## src/rtl/core/ptb_pkg.sv

```systemverilog
// Shared types, widths and codes for the periodic task timer bank.
// Used by the channel interfaces, the controller, the datapath and the top level.
// No dependencies.
package ptb_pkg;

    // Field and state widths
    localparam int TIME_W      = 48;
    localparam int IVL_W       = 32;
    localparam int CNT_W       = 20;
    localparam int USED_W      = 5;
    localparam int SSTEP_W     = 8;
    localparam int FSTEP_W     = 20;
    localparam int CFG_W       = 20;
    localparam int CFG_IDX_W   = 2;
    localparam int IDX_OUT_W   = 4;
    localparam int KIND_W      = 2;
    localparam int NCNT_W      = 6;

    // Limits and defaults
    localparam int TASKS_PER_BANK_DEF = 16;
    localparam int MAX_RESULTS        = 32;

    localparam logic [SSTEP_W-1:0] SLOW_STEP_RST  = 8'd1;
    localparam logic [FSTEP_W-1:0] FAST_STEP_RST  = 20'd100000;
    localparam logic [CNT_W-1:0]   TICKS_SLOW_RST = 20'd10;

    // Configuration register indexes
    localparam logic [CFG_IDX_W-1:0] CFG_SLOW_STEP      = 2'd0;
    localparam logic [CFG_IDX_W-1:0] CFG_FAST_STEP      = 2'd1;
    localparam logic [CFG_IDX_W-1:0] CFG_TICKS_PER_SLOW = 2'd2;

    // Input opcodes
    localparam logic OP_REGISTER = 1'b0;
    localparam logic OP_TICK     = 1'b1;

    // Bank codes
    localparam logic BANK_SLOW = 1'b0;
    localparam logic BANK_FAST = 1'b1;

    // Result kinds
    typedef enum logic [KIND_W-1:0] {
        KIND_REGISTERED = 2'd0,
        KIND_FIRED      = 2'd1,
        KIND_IDLE       = 2'd2,
        KIND_FULL       = 2'd3
    } kind_t;

    // Controller states
    typedef enum logic [2:0] {
        ST_IDLE,
        ST_REGISTER,
        ST_BANK_START,
        ST_SCAN,
        ST_FLUSH
    } state_t;

    // Controller to datapath commands
    typedef struct packed {
        logic load_item;
        logic do_register;
        logic bank_start;
        logic scan;
        logic next_bank;
        logic flush;
    } cmd_t;

    // Datapath to controller status
    typedef struct packed {
        logic out_free;
        logic scan_done;
        logic more_bank;
    } sts_t;

endpackage

```

## src/rtl/core/ptb_if.sv

```systemverilog
// Valid/ready channel interfaces for task requests and results.
// Depends on ptb_pkg for field widths.
interface ptb_req_if;
    logic                       valid;
    logic                       ready;
    logic                       opcode;
    logic                       bank;
    logic [ptb_pkg::IVL_W-1:0]  interval;

    modport source (output valid, output opcode, output bank, output interval, input ready);
    modport sink   (input valid, input opcode, input bank, input interval, output ready);
endinterface

interface ptb_rsp_if;
    logic                          valid;
    logic                          ready;
    logic [ptb_pkg::KIND_W-1:0]    kind;
    logic                          bank_res;
    logic [ptb_pkg::IDX_OUT_W-1:0] task_index;
    logic                          last;

    modport source (output valid, output kind, output bank_res, output task_index,
                    output last, input ready);
    modport sink   (input valid, input kind, input bank_res, input task_index,
                    input last, output ready);
endinterface

```

## src/rtl/core/ptb_ram.sv

```systemverilog
// Generic single-write, single-read RAM with registered read data.
// No dependencies.
module ptb_ram #(
    parameter int WIDTH = 32,
    parameter int DEPTH = 32,
    localparam int AW   = (DEPTH > 1) ? $clog2(DEPTH) : 1
) (
    input  logic             clk,
    input  logic             we,
    input  logic [AW-1:0]    wr_addr,
    input  logic [WIDTH-1:0] wr_data,
    input  logic [AW-1:0]    rd_addr,
    output logic [WIDTH-1:0] rd_data
);

    logic [WIDTH-1:0] mem [DEPTH];

    // Write port
    always_ff @(posedge clk)
    begin
        if (we)
        begin
            mem[wr_addr] <= wr_data;
        end
    end

    // Registered read port
    always_ff @(posedge clk)
    begin
        rd_data <= mem[rd_addr];
    end

endmodule

```

## src/rtl/core/ptb_ctrl.sv

```systemverilog
// Controller state machine: sequences task registration and the per-bank scan.
// Depends on ptb_pkg for state, command and status types.
module ptb_ctrl (
    input  logic          clk,
    input  logic          rst_n,
    input  logic          in_valid,
    input  logic          in_opcode,
    output logic          in_ready,
    input  ptb_pkg::sts_t sts,
    output ptb_pkg::cmd_t cmd
);

    ptb_pkg::state_t state_reg;
    ptb_pkg::state_t state_next;

    // State register
    always_ff @(posedge clk or negedge rst_n)
    begin
        if (!rst_n)
        begin
            state_reg <= ptb_pkg::ST_IDLE;
        end
        else
        begin
            state_reg <= state_next;
        end
    end

    // Next state
    always_comb
    begin
        state_next = state_reg;
        case (state_reg)
            ptb_pkg::ST_IDLE:
            begin
                if (in_valid)
                begin
                    state_next = (in_opcode == ptb_pkg::OP_TICK) ? ptb_pkg::ST_BANK_START
                                                                 : ptb_pkg::ST_REGISTER;
                end
            end
            ptb_pkg::ST_REGISTER:
            begin
                if (sts.out_free)
                begin
                    state_next = ptb_pkg::ST_IDLE;
                end
            end
            ptb_pkg::ST_BANK_START:
            begin
                state_next = ptb_pkg::ST_SCAN;
            end
            ptb_pkg::ST_SCAN:
            begin
                if (sts.scan_done)
                begin
                    state_next = sts.more_bank ? ptb_pkg::ST_BANK_START : ptb_pkg::ST_FLUSH;
                end
            end
            ptb_pkg::ST_FLUSH:
            begin
                if (sts.out_free)
                begin
                    state_next = ptb_pkg::ST_IDLE;
                end
            end
            default:
            begin
                state_next = ptb_pkg::ST_IDLE;
            end
        endcase
    end

    // Outputs
    always_comb
    begin
        in_ready        = 1'b0;
        cmd             = '0;
        case (state_reg)
            ptb_pkg::ST_IDLE:
            begin
                in_ready      = 1'b1;
                cmd.load_item = in_valid;
            end
            ptb_pkg::ST_REGISTER:
            begin
                cmd.do_register = sts.out_free;
            end
            ptb_pkg::ST_BANK_START:
            begin
                cmd.bank_start = 1'b1;
            end
            ptb_pkg::ST_SCAN:
            begin
                cmd.scan      = 1'b1;
                cmd.next_bank = sts.scan_done && sts.more_bank;
            end
            ptb_pkg::ST_FLUSH:
            begin
                cmd.flush = sts.out_free;
            end
            default:
            begin
                cmd = '0;
            end
        endcase
    end

endmodule

```

## src/rtl/core/ptb_dpath.sv

```systemverilog
// Datapath: configuration, bank times, task tables, due-time scan and result register.
// Depends on ptb_pkg and ptb_ram.
module ptb_dpath #(
    parameter int TASKS_PER_BANK = ptb_pkg::TASKS_PER_BANK_DEF
) (
    input  logic                              clk,
    input  logic                              rst_n,
    input  ptb_pkg::cmd_t                     cmd,
    output ptb_pkg::sts_t                     sts,
    input  logic                              cfg_we,
    input  logic [ptb_pkg::CFG_IDX_W-1:0]     cfg_index,
    input  logic [ptb_pkg::CFG_W-1:0]         cfg_data,
    input  logic                              in_opcode,
    input  logic                              in_bank,
    input  logic [ptb_pkg::IVL_W-1:0]         in_interval,
    input  logic                              out_ready,
    output logic                              out_valid,
    output ptb_pkg::kind_t                    out_kind,
    output logic                              out_bank_res,
    output logic [ptb_pkg::IDX_OUT_W-1:0]     out_task_index,
    output logic                              out_last
);

    localparam int DEPTH = 2 * TASKS_PER_BANK;
    localparam int AW    = (DEPTH > 1) ? $clog2(DEPTH) : 1;
    localparam logic [ptb_pkg::USED_W:0]   TPB_EXT  = (ptb_pkg::USED_W + 1)'(TASKS_PER_BANK);
    localparam logic [ptb_pkg::USED_W:0]   LAST_IDX = (ptb_pkg::USED_W + 1)'(TASKS_PER_BANK - 1);
    localparam logic [ptb_pkg::NCNT_W-1:0] MAX_RES  = ptb_pkg::NCNT_W'(ptb_pkg::MAX_RESULTS);

    // Table slot of a task index within a bank
    function automatic logic [AW-1:0] slot_of(input logic b,
                                              input logic [ptb_pkg::USED_W-1:0] idx);
        logic [AW-1:0] base;
        base = b ? AW'(TASKS_PER_BANK) : '0;
        return base + AW'(idx);
    endfunction

    // Configuration registers
    logic [ptb_pkg::SSTEP_W-1:0] slow_step_reg;
    logic [ptb_pkg::FSTEP_W-1:0] fast_step_reg;
    logic [ptb_pkg::CNT_W-1:0]   ticks_slow_reg;

    // Bank state
    logic [ptb_pkg::TIME_W-1:0]  slow_time_reg;
    logic [ptb_pkg::TIME_W-1:0]  fast_time_reg;
    logic [ptb_pkg::CNT_W-1:0]   base_cnt_reg;
    logic [ptb_pkg::USED_W-1:0]  slow_used_reg;
    logic [ptb_pkg::USED_W-1:0]  fast_used_reg;

    // Item and scan state
    logic                        bank_reg;
    logic [ptb_pkg::IVL_W-1:0]   ivl_reg;
    logic                        cur_bank_reg;
    logic                        more_reg;
    logic [ptb_pkg::USED_W-1:0]  chk_idx_reg;
    logic [ptb_pkg::NCNT_W-1:0]  n_cnt_reg;
    logic                        pend_valid_reg;
    logic                        pend_bank_reg;
    logic [ptb_pkg::IDX_OUT_W-1:0] pend_idx_reg;

    // Result register
    logic                          out_valid_reg;
    ptb_pkg::kind_t                out_kind_reg;
    logic                          out_bank_reg;
    logic [ptb_pkg::IDX_OUT_W-1:0] out_idx_reg;
    logic                          out_last_reg;

    // Combinational
    logic [ptb_pkg::CNT_W-1:0]   ratio;
    logic [ptb_pkg::CNT_W-1:0]   base_cnt_next;
    logic                        slow_tick;
    logic                        ratio_one;
    logic [ptb_pkg::USED_W-1:0]  used_cur;
    logic [ptb_pkg::USED_W-1:0]  reg_used;
    logic                        bank_full;
    logic [ptb_pkg::TIME_W-1:0]  now;
    logic [ptb_pkg::TIME_W-1:0]  due_rd;
    logic [ptb_pkg::IVL_W-1:0]   ivl_rd;
    logic [ptb_pkg::TIME_W-1:0]  due_sum;
    logic                        scan_done;
    logic                        fire;
    logic                        report;
    logic                        out_free;
    logic                        stall;
    logic                        advance;
    logic                        take_fire;
    logic                        load_push;
    logic                        reg_we;
    logic                        due_we;
    logic [AW-1:0]               reg_addr;
    logic [AW-1:0]               chk_addr;
    logic [AW-1:0]               rd_addr;
    logic [ptb_pkg::USED_W-1:0]  rd_idx;
    logic [AW-1:0]               due_wr_addr;
    logic [ptb_pkg::TIME_W-1:0]  due_wr_data;

    // Slow tick decision for the incoming tick
    assign ratio         = (ticks_slow_reg == '0) ? ptb_pkg::CNT_W'(1) : ticks_slow_reg;
    assign base_cnt_next = base_cnt_reg + ptb_pkg::CNT_W'(1);
    assign slow_tick     = (base_cnt_next >= ratio);
    assign ratio_one     = (ratio == ptb_pkg::CNT_W'(1));

    // Bank selection
    assign used_cur  = cur_bank_reg ? fast_used_reg : slow_used_reg;
    assign reg_used  = bank_reg ? fast_used_reg : slow_used_reg;
    assign bank_full = ({1'b0, reg_used} >= TPB_EXT);
    assign now       = cur_bank_reg ? fast_time_reg : slow_time_reg;

    // Due check on the entry under scan
    assign out_free  = !out_valid_reg || out_ready;
    assign scan_done = (chk_idx_reg >= used_cur);
    assign fire      = cmd.scan && !scan_done && (now >= due_rd);
    assign report    = (n_cnt_reg < MAX_RES);
    assign stall     = fire && report && pend_valid_reg && !out_free;
    assign advance   = cmd.scan && !scan_done && !stall;
    assign take_fire = advance && fire && report;
    assign load_push = take_fire && pend_valid_reg;
    assign due_sum   = now + ptb_pkg::TIME_W'(ivl_rd);

    // Table addressing: hold the read address while stalled
    assign reg_addr    = slot_of(bank_reg, reg_used);
    assign chk_addr    = slot_of(cur_bank_reg, chk_idx_reg);
    assign rd_idx      = (advance && ({1'b0, chk_idx_reg} != LAST_IDX))
                         ? chk_idx_reg + ptb_pkg::USED_W'(1) : chk_idx_reg;
    assign rd_addr     = cmd.bank_start ? slot_of(cur_bank_reg, '0)
                                        : slot_of(cur_bank_reg, rd_idx);
    assign reg_we      = cmd.do_register && !bank_full;
    assign due_we      = reg_we || (advance && fire);
    assign due_wr_addr = cmd.do_register ? reg_addr : chk_addr;
    assign due_wr_data = cmd.do_register ? ptb_pkg::TIME_W'(ivl_reg) : due_sum;

    ptb_ram #(
        .WIDTH (ptb_pkg::IVL_W),
        .DEPTH (DEPTH)
    ) u_ivl_ram (
        .clk     (clk),
        .we      (reg_we),
        .wr_addr (reg_addr),
        .wr_data (ivl_reg),
        .rd_addr (rd_addr),
        .rd_data (ivl_rd)
    );

    ptb_ram #(
        .WIDTH (ptb_pkg::TIME_W),
        .DEPTH (DEPTH)
    ) u_due_ram (
        .clk     (clk),
        .we      (due_we),
        .wr_addr (due_wr_addr),
        .wr_data (due_wr_data),
        .rd_addr (rd_addr),
        .rd_data (due_rd)
    );

    // Configuration writes
    always_ff @(posedge clk or negedge rst_n)
    begin
        if (!rst_n)
        begin
            slow_step_reg  <= ptb_pkg::SLOW_STEP_RST;
            fast_step_reg  <= ptb_pkg::FAST_STEP_RST;
            ticks_slow_reg <= ptb_pkg::TICKS_SLOW_RST;
        end
        else if (cfg_we)
        begin
            case (cfg_index)
                ptb_pkg::CFG_SLOW_STEP:      slow_step_reg  <= cfg_data[ptb_pkg::SSTEP_W-1:0];
                ptb_pkg::CFG_FAST_STEP:      fast_step_reg  <= cfg_data[ptb_pkg::FSTEP_W-1:0];
                ptb_pkg::CFG_TICKS_PER_SLOW: ticks_slow_reg <= cfg_data[ptb_pkg::CNT_W-1:0];
                default:
                begin
                end
            endcase
        end
    end

    // Latch the accepted item
    always_ff @(posedge clk)
    begin
        if (cmd.load_item)
        begin
            bank_reg <= in_bank;
            ivl_reg  <= in_interval;
        end
    end

    // Bank times, tick counter, fill counts and scan control
    always_ff @(posedge clk or negedge rst_n)
    begin
        if (!rst_n)
        begin
            slow_time_reg  <= '0;
            fast_time_reg  <= '0;
            base_cnt_reg   <= '0;
            slow_used_reg  <= '0;
            fast_used_reg  <= '0;
            cur_bank_reg   <= ptb_pkg::BANK_SLOW;
            more_reg       <= 1'b0;
            chk_idx_reg    <= '0;
            n_cnt_reg      <= '0;
            pend_valid_reg <= 1'b0;
        end
        else
        begin
            // Plan the bank order for a tick
            if (cmd.load_item && (in_opcode == ptb_pkg::OP_TICK))
            begin
                base_cnt_reg   <= slow_tick ? '0 : base_cnt_next;
                cur_bank_reg   <= ratio_one ? ptb_pkg::BANK_SLOW : ptb_pkg::BANK_FAST;
                more_reg       <= ratio_one ? 1'b1 : slow_tick;
                n_cnt_reg      <= '0;
                pend_valid_reg <= 1'b0;
            end

            // Append a task
            if (reg_we)
            begin
                if (bank_reg == ptb_pkg::BANK_FAST)
                begin
                    fast_used_reg <= fast_used_reg + ptb_pkg::USED_W'(1);
                end
                else
                begin
                    slow_used_reg <= slow_used_reg + ptb_pkg::USED_W'(1);
                end
            end

            // Advance the bank time and restart the scan
            if (cmd.bank_start)
            begin
                chk_idx_reg <= '0;
                if (cur_bank_reg == ptb_pkg::BANK_FAST)
                begin
                    fast_time_reg <= fast_time_reg + ptb_pkg::TIME_W'(fast_step_reg);
                end
                else
                begin
                    slow_time_reg <= slow_time_reg + ptb_pkg::TIME_W'(slow_step_reg);
                end
            end

            // Step through the table
            if (advance)
            begin
                chk_idx_reg <= chk_idx_reg + ptb_pkg::USED_W'(1);
            end

            // Count reported fires and keep the newest one pending
            if (take_fire)
            begin
                n_cnt_reg      <= n_cnt_reg + ptb_pkg::NCNT_W'(1);
                pend_valid_reg <= 1'b1;
            end

            if (cmd.next_bank)
            begin
                cur_bank_reg <= ~cur_bank_reg;
                more_reg     <= 1'b0;
            end

            if (cmd.flush)
            begin
                pend_valid_reg <= 1'b0;
            end
        end
    end

    // Pending fire payload
    always_ff @(posedge clk)
    begin
        if (take_fire)
        begin
            pend_bank_reg <= cur_bank_reg;
            pend_idx_reg  <= chk_idx_reg[ptb_pkg::IDX_OUT_W-1:0];
        end
    end

    // Result register valid
    always_ff @(posedge clk or negedge rst_n)
    begin
        if (!rst_n)
        begin
            out_valid_reg <= 1'b0;
        end
        else if (cmd.do_register || load_push || cmd.flush)
        begin
            out_valid_reg <= 1'b1;
        end
        else if (out_ready)
        begin
            out_valid_reg <= 1'b0;
        end
    end

    // Result register payload
    always_ff @(posedge clk)
    begin
        if (cmd.do_register)
        begin
            out_kind_reg <= bank_full ? ptb_pkg::KIND_FULL : ptb_pkg::KIND_REGISTERED;
            out_bank_reg <= bank_reg;
            out_idx_reg  <= bank_full ? '0 : reg_used[ptb_pkg::IDX_OUT_W-1:0];
            out_last_reg <= 1'b1;
        end
        else if (load_push)
        begin
            out_kind_reg <= ptb_pkg::KIND_FIRED;
            out_bank_reg <= pend_bank_reg;
            out_idx_reg  <= pend_idx_reg;
            out_last_reg <= 1'b0;
        end
        else if (cmd.flush)
        begin
            out_kind_reg <= pend_valid_reg ? ptb_pkg::KIND_FIRED : ptb_pkg::KIND_IDLE;
            out_bank_reg <= pend_valid_reg ? pend_bank_reg : ptb_pkg::BANK_SLOW;
            out_idx_reg  <= pend_valid_reg ? pend_idx_reg : '0;
            out_last_reg <= 1'b1;
        end
    end

    assign sts.out_free   = out_free;
    assign sts.scan_done  = scan_done;
    assign sts.more_bank  = more_reg;

    assign out_valid      = out_valid_reg;
    assign out_kind       = out_kind_reg;
    assign out_bank_res   = out_bank_reg;
    assign out_task_index = out_idx_reg;
    assign out_last       = out_last_reg;

    // Reported fires never pass the result limit
    a_ncnt_cap: assert property (@(posedge clk) disable iff (!rst_n)
        n_cnt_reg <= MAX_RES)
        else $error("fire count above result limit");

    // A stalled entry is not rescheduled
    a_stall_no_write: assert property (@(posedge clk) disable iff (!rst_n)
        stall |-> !due_we)
        else $error("due time written during stall");

    // The closing result of a tick carries last
    a_flush_last: assert property (@(posedge clk) disable iff (!rst_n)
        cmd.flush |=> (out_valid_reg && out_last_reg))
        else $error("flush did not present a last result");

    // The scan never runs past the bank fill
    a_scan_bound: assert property (@(posedge clk) disable iff (!rst_n)
        cmd.scan |-> (chk_idx_reg <= used_cur))
        else $error("scan index beyond bank fill");

endmodule

```

## src/rtl/core/periodic_task_timer_bank.sv

```systemverilog
// Periodic task timer bank: top level joining controller and datapath.
// Depends on ptb_pkg, ptb_if, ptb_ctrl, ptb_dpath and ptb_ram.
//
// Usage:
//   req carries one item per transfer: opcode register (bank, interval) or
//   tick. rsp carries result transfers; the final one of each item has last.
//   A register item gives one result (registered or bank full), once the
//   result register is free. A tick advances the fast time, and every
//   ticks_per_slow ticks the slow time; each served bank walks its task
//   table one entry per cycle, unless a waiting result stalls the walk,
//   through the shared read address of the interval and due-time RAMs.
//   A tick runs a bank start and a scan per served bank, then a flush.
//   Fired tasks stream out in table order; a tick with no fire gives one
//   idle result. One item is in work at a time; req is ready only between
//   items.
//   A stalled rsp holds the current result; the table walk pauses when a
//   further result is waiting for the register, with nothing lost.
//   cfg_we/cfg_index/cfg_data write slow_step, fast_step, ticks_per_slow;
//   write only while idle. Reset clears times, counters and fill counts and
//   loads the register defaults; task entries are used only after written.
module periodic_task_timer_bank #(
    parameter int TASKS_PER_BANK = ptb_pkg::TASKS_PER_BANK_DEF
) (
    input  logic                          clk,
    input  logic                          rst_n,
    input  logic                          cfg_we,
    input  logic [ptb_pkg::CFG_IDX_W-1:0] cfg_index,
    input  logic [ptb_pkg::CFG_W-1:0]     cfg_data,
    ptb_req_if.sink                       req,
    ptb_rsp_if.source                     rsp
);

    ptb_pkg::cmd_t  cmd;
    ptb_pkg::sts_t  sts;
    ptb_pkg::kind_t kind;

    // Sequencing
    ptb_ctrl u_ctrl (
        .clk       (clk),
        .rst_n     (rst_n),
        .in_valid  (req.valid),
        .in_opcode (req.opcode),
        .in_ready  (req.ready),
        .sts       (sts),
        .cmd       (cmd)
    );

    // Tables, times and result register
    ptb_dpath #(
        .TASKS_PER_BANK (TASKS_PER_BANK)
    ) u_dpath (
        .clk            (clk),
        .rst_n          (rst_n),
        .cmd            (cmd),
        .sts            (sts),
        .cfg_we         (cfg_we),
        .cfg_index      (cfg_index),
        .cfg_data       (cfg_data),
        .in_opcode      (req.opcode),
        .in_bank        (req.bank),
        .in_interval    (req.interval),
        .out_ready      (rsp.ready),
        .out_valid      (rsp.valid),
        .out_kind       (kind),
        .out_bank_res   (rsp.bank_res),
        .out_task_index (rsp.task_index),
        .out_last       (rsp.last)
    );

    assign rsp.kind = kind;

endmodule
```

## src/flat_wrapper.sv

```systemverilog
// flat-port wrapper written by rule: the top's interface ports become plain ports
module periodic_task_timer_bank_flat 
#(
    parameter int TASKS_PER_BANK = ptb_pkg::TASKS_PER_BANK_DEF
)
  (clk, rst_n, cfg_we, cfg_index, cfg_data, req_valid, req_opcode, req_bank, req_interval, req_ready, rsp_valid, rsp_kind, rsp_bank_res, rsp_task_index, rsp_last, rsp_ready);
  ptb_req_if req_i ();
  ptb_rsp_if rsp_i ();
  input  logic clk;
  input  logic rst_n;
  input  logic cfg_we;
  input  logic [ptb_pkg::CFG_IDX_W-1:0] cfg_index;
  input  logic [ptb_pkg::CFG_W-1:0] cfg_data;
  input wire logic [$bits(req_i.valid)-1:0] req_valid;
  input wire logic [$bits(req_i.opcode)-1:0] req_opcode;
  input wire logic [$bits(req_i.bank)-1:0] req_bank;
  input wire logic [$bits(req_i.interval)-1:0] req_interval;
  output wire logic [$bits(req_i.ready)-1:0] req_ready;
  output wire logic [$bits(rsp_i.valid)-1:0] rsp_valid;
  output wire logic [$bits(rsp_i.kind)-1:0] rsp_kind;
  output wire logic [$bits(rsp_i.bank_res)-1:0] rsp_bank_res;
  output wire logic [$bits(rsp_i.task_index)-1:0] rsp_task_index;
  output wire logic [$bits(rsp_i.last)-1:0] rsp_last;
  input wire logic [$bits(rsp_i.ready)-1:0] rsp_ready;
  assign req_i.valid = req_valid;
  assign req_i.opcode = req_opcode;
  assign req_i.bank = req_bank;
  assign req_i.interval = req_interval;
  assign req_ready = req_i.ready;
  assign rsp_valid = rsp_i.valid;
  assign rsp_kind = rsp_i.kind;
  assign rsp_bank_res = rsp_i.bank_res;
  assign rsp_task_index = rsp_i.task_index;
  assign rsp_last = rsp_i.last;
  assign rsp_i.ready = rsp_ready;
  periodic_task_timer_bank #(.TASKS_PER_BANK(TASKS_PER_BANK)) u_core (.clk(clk), .rst_n(rst_n), .cfg_we(cfg_we), .cfg_index(cfg_index), .cfg_data(cfg_data), .req(req_i), .rsp(rsp_i));
endmodule
```

## config.mk

```make
export PLATFORM = sky130hd
export DESIGN_NAME = periodic_task_timer_bank_flat
export DESIGN_NICKNAME = d
export VERILOG_FILES = /design/src/rtl/core/ptb_pkg.sv /design/src/rtl/core/ptb_if.sv /design/src/rtl/core/ptb_ram.sv /design/src/rtl/core/ptb_ctrl.sv /design/src/rtl/core/ptb_dpath.sv /design/src/rtl/core/periodic_task_timer_bank.sv /design/src/flat_wrapper.sv
export SDC_FILE = /design/constraint.sdc
export NUM_CORES = 2
export LEC_CHECK = 0
export BUFFER_PORTS_ARGS = -buffer_cell sky130_fd_sc_hd__buf_2
export CAP_MARGIN = 25
export CORE_MARGIN = 5
export CORE_UTILIZATION = 28
export DETAILED_ROUTE_END_ITERATION = 8
export HOLD_SLACK_MARGIN = 0.02
export PLACE_DENSITY_LB_ADDON = 0.05
export SLEW_MARGIN = 10
export SYNTH_ARGS = -nofsm -noshare
export SYNTH_HDL_FRONTEND = slang
export SYNTH_SLANG_ARGS = --single-unit
```

## constraint.sdc

```tcl
create_clock -name clk -period 10.45 [get_ports clk]
set_input_delay 1.5675 -clock clk [delete_from_list [all_inputs] [get_ports clk]]
set_output_delay 1.5675 -clock clk [all_outputs]
set_load 0.01 [all_outputs]
```

==> results.cfg <==
[placed_design]
port_buffers = 70
gp_congestion = 0.784
dpl.hpwl_mm = 246
dp_slack_ns = 2.36

[route]
avgViaCountPerCell = 5.17
ant_nets = 0
dr.pass1.iters = 8
drc = 0
dr_total_vias = 74277
wl_per_cell_um = 31.5
drt_iter0_drc = 6037
wl_mm = 452

[timing]
rsz0062_at_grt = no
period_minus_slack_ns = 7.95
period_share_pct = 76.1
maxSlewViolCount = 0
tightest_slew_ns = 1.13
setup_viol = 0
hold_viol_final = 0
fmax_ghz = 0.126
fin_setup_tns_ns = 0
clock_skew_ns = 0.0708
slew_headroom_pct = 24.8
setup_ws_ns = 2.50

[cts]
ctsLongestPathBuffers = 4
holdBufCountCts = 0
numCtsBuffers = 347
post_cts_resized = 0
htreeDepth = 5
clkTransAtPathRegs_ns = 0.06
clkSinkCount = 2878
clk_latency_ns = 0.95
root_buffer = clkbuf_16
tritoncts = yes
cts_setup_buffers = 0

[floorplan]
placeableCoreArea_um2 = 417000
fp-row-count = 237
initial_core_util_pct = 28.1
fp.dieW_um = 657
die_area_um2 = 431000
die_y_um = 657
num_io_pins = 71

[critical_path]
worstPathCellList = inv_1 > a21boi_0 > inv_1 > ha_1 > a2111o_1 > a311oi_1 > o21ai_1 > a31oi_1 > nand3_4 > buf_4 > nand2_4 > buf_4 > buf_12 > a21oi_1 > a211o_1 > and4_1 > o211ai_1
worstSetupPathType = flip-flop to flip-flop
r2r-start = u_core.u_dpath.cur_bank_reg
worst_r2r_path_depth = 17
rrSetupSlack_ns = 2.50
crit_fanout = 118
cp_data_arrival_time_ns = 8.81
slowest_stage = dfrtp_4
cp_slowest_stage_delay_ns = 1.04
startpoint = u_core.u_dpath.cur_bank_reg
cp.required_ns = 11.30
reg2reg_to = u_core.u_dpath.u_ivl_ram.rd_data[31]
start_kind = flip-flop
endpoint_kind = flip-flop

[power_and_ir_drop]
power_density_nw_per_um2 = 303
p_leak_nw = 47.7
ir_worst_vdd_uv = 284

[synth]
synth_flop_cell = edfxtp_1
synthCells = 8405
synth_warnings = 0
ys_seq_elements = 2878
synth-edff-count = 2605
ys_seq_area_share_pct = 72.3
syn-num-nets = 8608
synthArstFlopShare_pct = 6.67
ys_types = 78
syn-cell-area_um2 = 117000
synth.avg_cell_area_um2 = 13.9

[global_route]
grt_max_degree = 138
gr-usage-met3_pct = 2.37
busiest_layer = met2
met2_usage_pct = 34.2
grt_remaining_overflow = 0
grt_usage_pct = 20.3
grt_antenna_before_repair = 21
grt_use_met1_pct = 28.1
grt_pass1_wl_mm = 623
grt_pass1_vias = 73899

[worst_hold_path]
hold-path-endpoint = u_core.u_dpath.slow_time_reg[13]
hp-start = u_core.u_dpath.slow_time_reg[13]
hold_path.class = flip-flop to flip-flop
holdPathStages = 1

[layout]
drive_gt1_share_pct = 12.5
top_register = u_core.u_dpath.u_due_ram.mem
synthToLayoutAreaGrowth_pct = 17.2
nets = 8760
top_regs = u_core.u_dpath.u_due_ram.mem x1536, u_core.u_dpath.u_ivl_ram.mem x1024
largest_reg_flops = 1536

[run_status]
status = finished clean

[flow_run]
maxCapViolCount = 0
==> cell usage after synthesis, types with 7 or more instances <==
cell | n | area [um2]
edfxtp_1 | 2605 | 78200
o21ai_0 | 115 | 576
inv_1 | 119 | 447
a21oi_1 | 805 | 4030
or3_1 | 13 | 81.3
nor3_1 | 41 | 205
buf_1 | 57 | 214
o21a_1 | 11 | 82.6
nor2_1 | 177 | 664
nor3b_1 | 10 | 75.1
a311oi_1 | 159 | 1390
ha_1 | 139 | 1740
clkbuf_1 | 442 | 1660
nand2b_1 | 23 | 144
buf_2 | 62 | 310
o21ai_1 | 8 | 40.0
dfstp_2 | 9 | 236
and3_1 | 342 | 2140
a211o_1 | 8 | 70.1
mux2i_1 | 186 | 1860
nor2b_1 | 10 | 62.6
a21boi_0 | 8 | 60.1
dfxtp_1 | 81 | 1620
nor4_1 | 12 | 75.1
a21o_1 | 35 | 263
nand2_1 | 1245 | 4670
a211oi_1 | 400 | 3000
a31oi_1 | 88 | 551
nand3b_1 | 7 | 52.6
dfrtp_1 | 183 | 4580
o31ai_1 | 9 | 67.6
mux2_2 | 93 | 1050
a2111oi_0 | 7 | 61.3
a221oi_1 | 82 | 718
a22oi_1 | 314 | 2360
o21bai_1 | 82 | 616
xnor2_1 | 78 | 683
xor2_1 | 68 | 596
nand4_1 | 109 | 682
nand3_1 | 91 | 455
and2_1 | 8 | 50.1
==> metal layers <==
metal	up-vias	wire [um]
met5	-	0
met4	0	10500
met3	514	18300
met2	1778	219000
li1	32771	-
met1	39214	204000
==> placed cells by master (no fill, tap or decap), drive strengths merged, types with 22 or more instances in the layout <==
cell type,n
a221oi,82
bufinv,22
a22oi,314
ha,139
nor2,177
buf,365
a211oi,400
mux2,93
a31oi,88
nand3,91
xor2,68
o21ai,123
nand2b,23
nand2,1245
xnor2,78
inv,135
a311oi,159
nor3,43
o21bai,82
nand4,109
a21o,35
mux2i,188
clkinv,98
clkbuf,503
dfxtp,81
a21oi,805
dfrtp,183
edfxtp,2605
and3,342
==> worst max-delay path: cells and delay by family (launching register included) <==
| kind | cells | cell delay, ns |
|---|---|---|
| simple gates | 3 | 1.57 |
| compound gates | 8 | 2.78 |
| fa+ha+maj | 1 | 0.32 |
| flops | 1 | 1.04 |
| buf+inv | 5 | 2.04 |
==> stage by stage <==
stage	instance area, um2	std cells	hold slack [ns]	util (%)	power [mW]
after floorplan	117000	8405	0.423	-	23.7
after global placement	126000	13685	0.458	30.1	30.0
after detailed placement	126000	13702	0.461	30.2	30.1
after CTS	137000	14343	0.468	32.9	42.2
after global routing	137000	14348	0.492	32.9	43.7
final	137000	14354	0.469	32.9	41.6
==> cell families (layout without fill, tap and decap cells) <==
family | count (synthesis) | count (layout) | synth area share, %
compound gates | 2163 | 2163 | 12.1
xor+xnor | 146 | 146 | 1.09
fa+ha+maj | 142 | 142 | 1.54
buf+inv | 683 | 1127 | 2.26
flops | 2878 | 2878 | 72.3
mux | 282 | 282 | 2.53
other cells | 0 | 8 | 0
simple gates | 2111 | 2111 | 8.17
==> layout make-up <==
cell class                 instances  area [um2]
fill                           40700      279000
sequential                      2878       84700
multi-input combinational       4844       30700
clock buffer                     502        9690
tap                             5497        6880
timing repair buffer             366        3230
clock inverter                   139        1550
inverter                         120         455
antenna                            8        20.0
==> how the worst max path moves through the flow <==
stage	to	slack, ns
after floorplan	u_core.u_dpath.u_due_ram.mem[13][0]	3.85
after global placement	u_core.u_dpath.u_due_ram.rd_data[37]	2.21
after detailed placement	u_core.u_dpath.u_ivl_ram.rd_data[31]	2.36
after CTS	u_core.u_dpath.u_ivl_ram.rd_data[31]	2.36
after global routing	u_core.u_dpath.u_ivl_ram.rd_data[31]	2.04
final	u_core.u_dpath.u_ivl_ram.rd_data[31]	2.50
==> where the power goes <==
group          switching [mW]  total (mW)  internal (mW)  leakage (nW)
Combinational            10.0        13.8           3.79          15.7
Sequential              0.693        15.8           15.1          26.5
Clock                    4.98        12.0           7.02          5.48
Total                    15.7        41.6           25.9          47.7
Power figures use the tool's default switching activity.
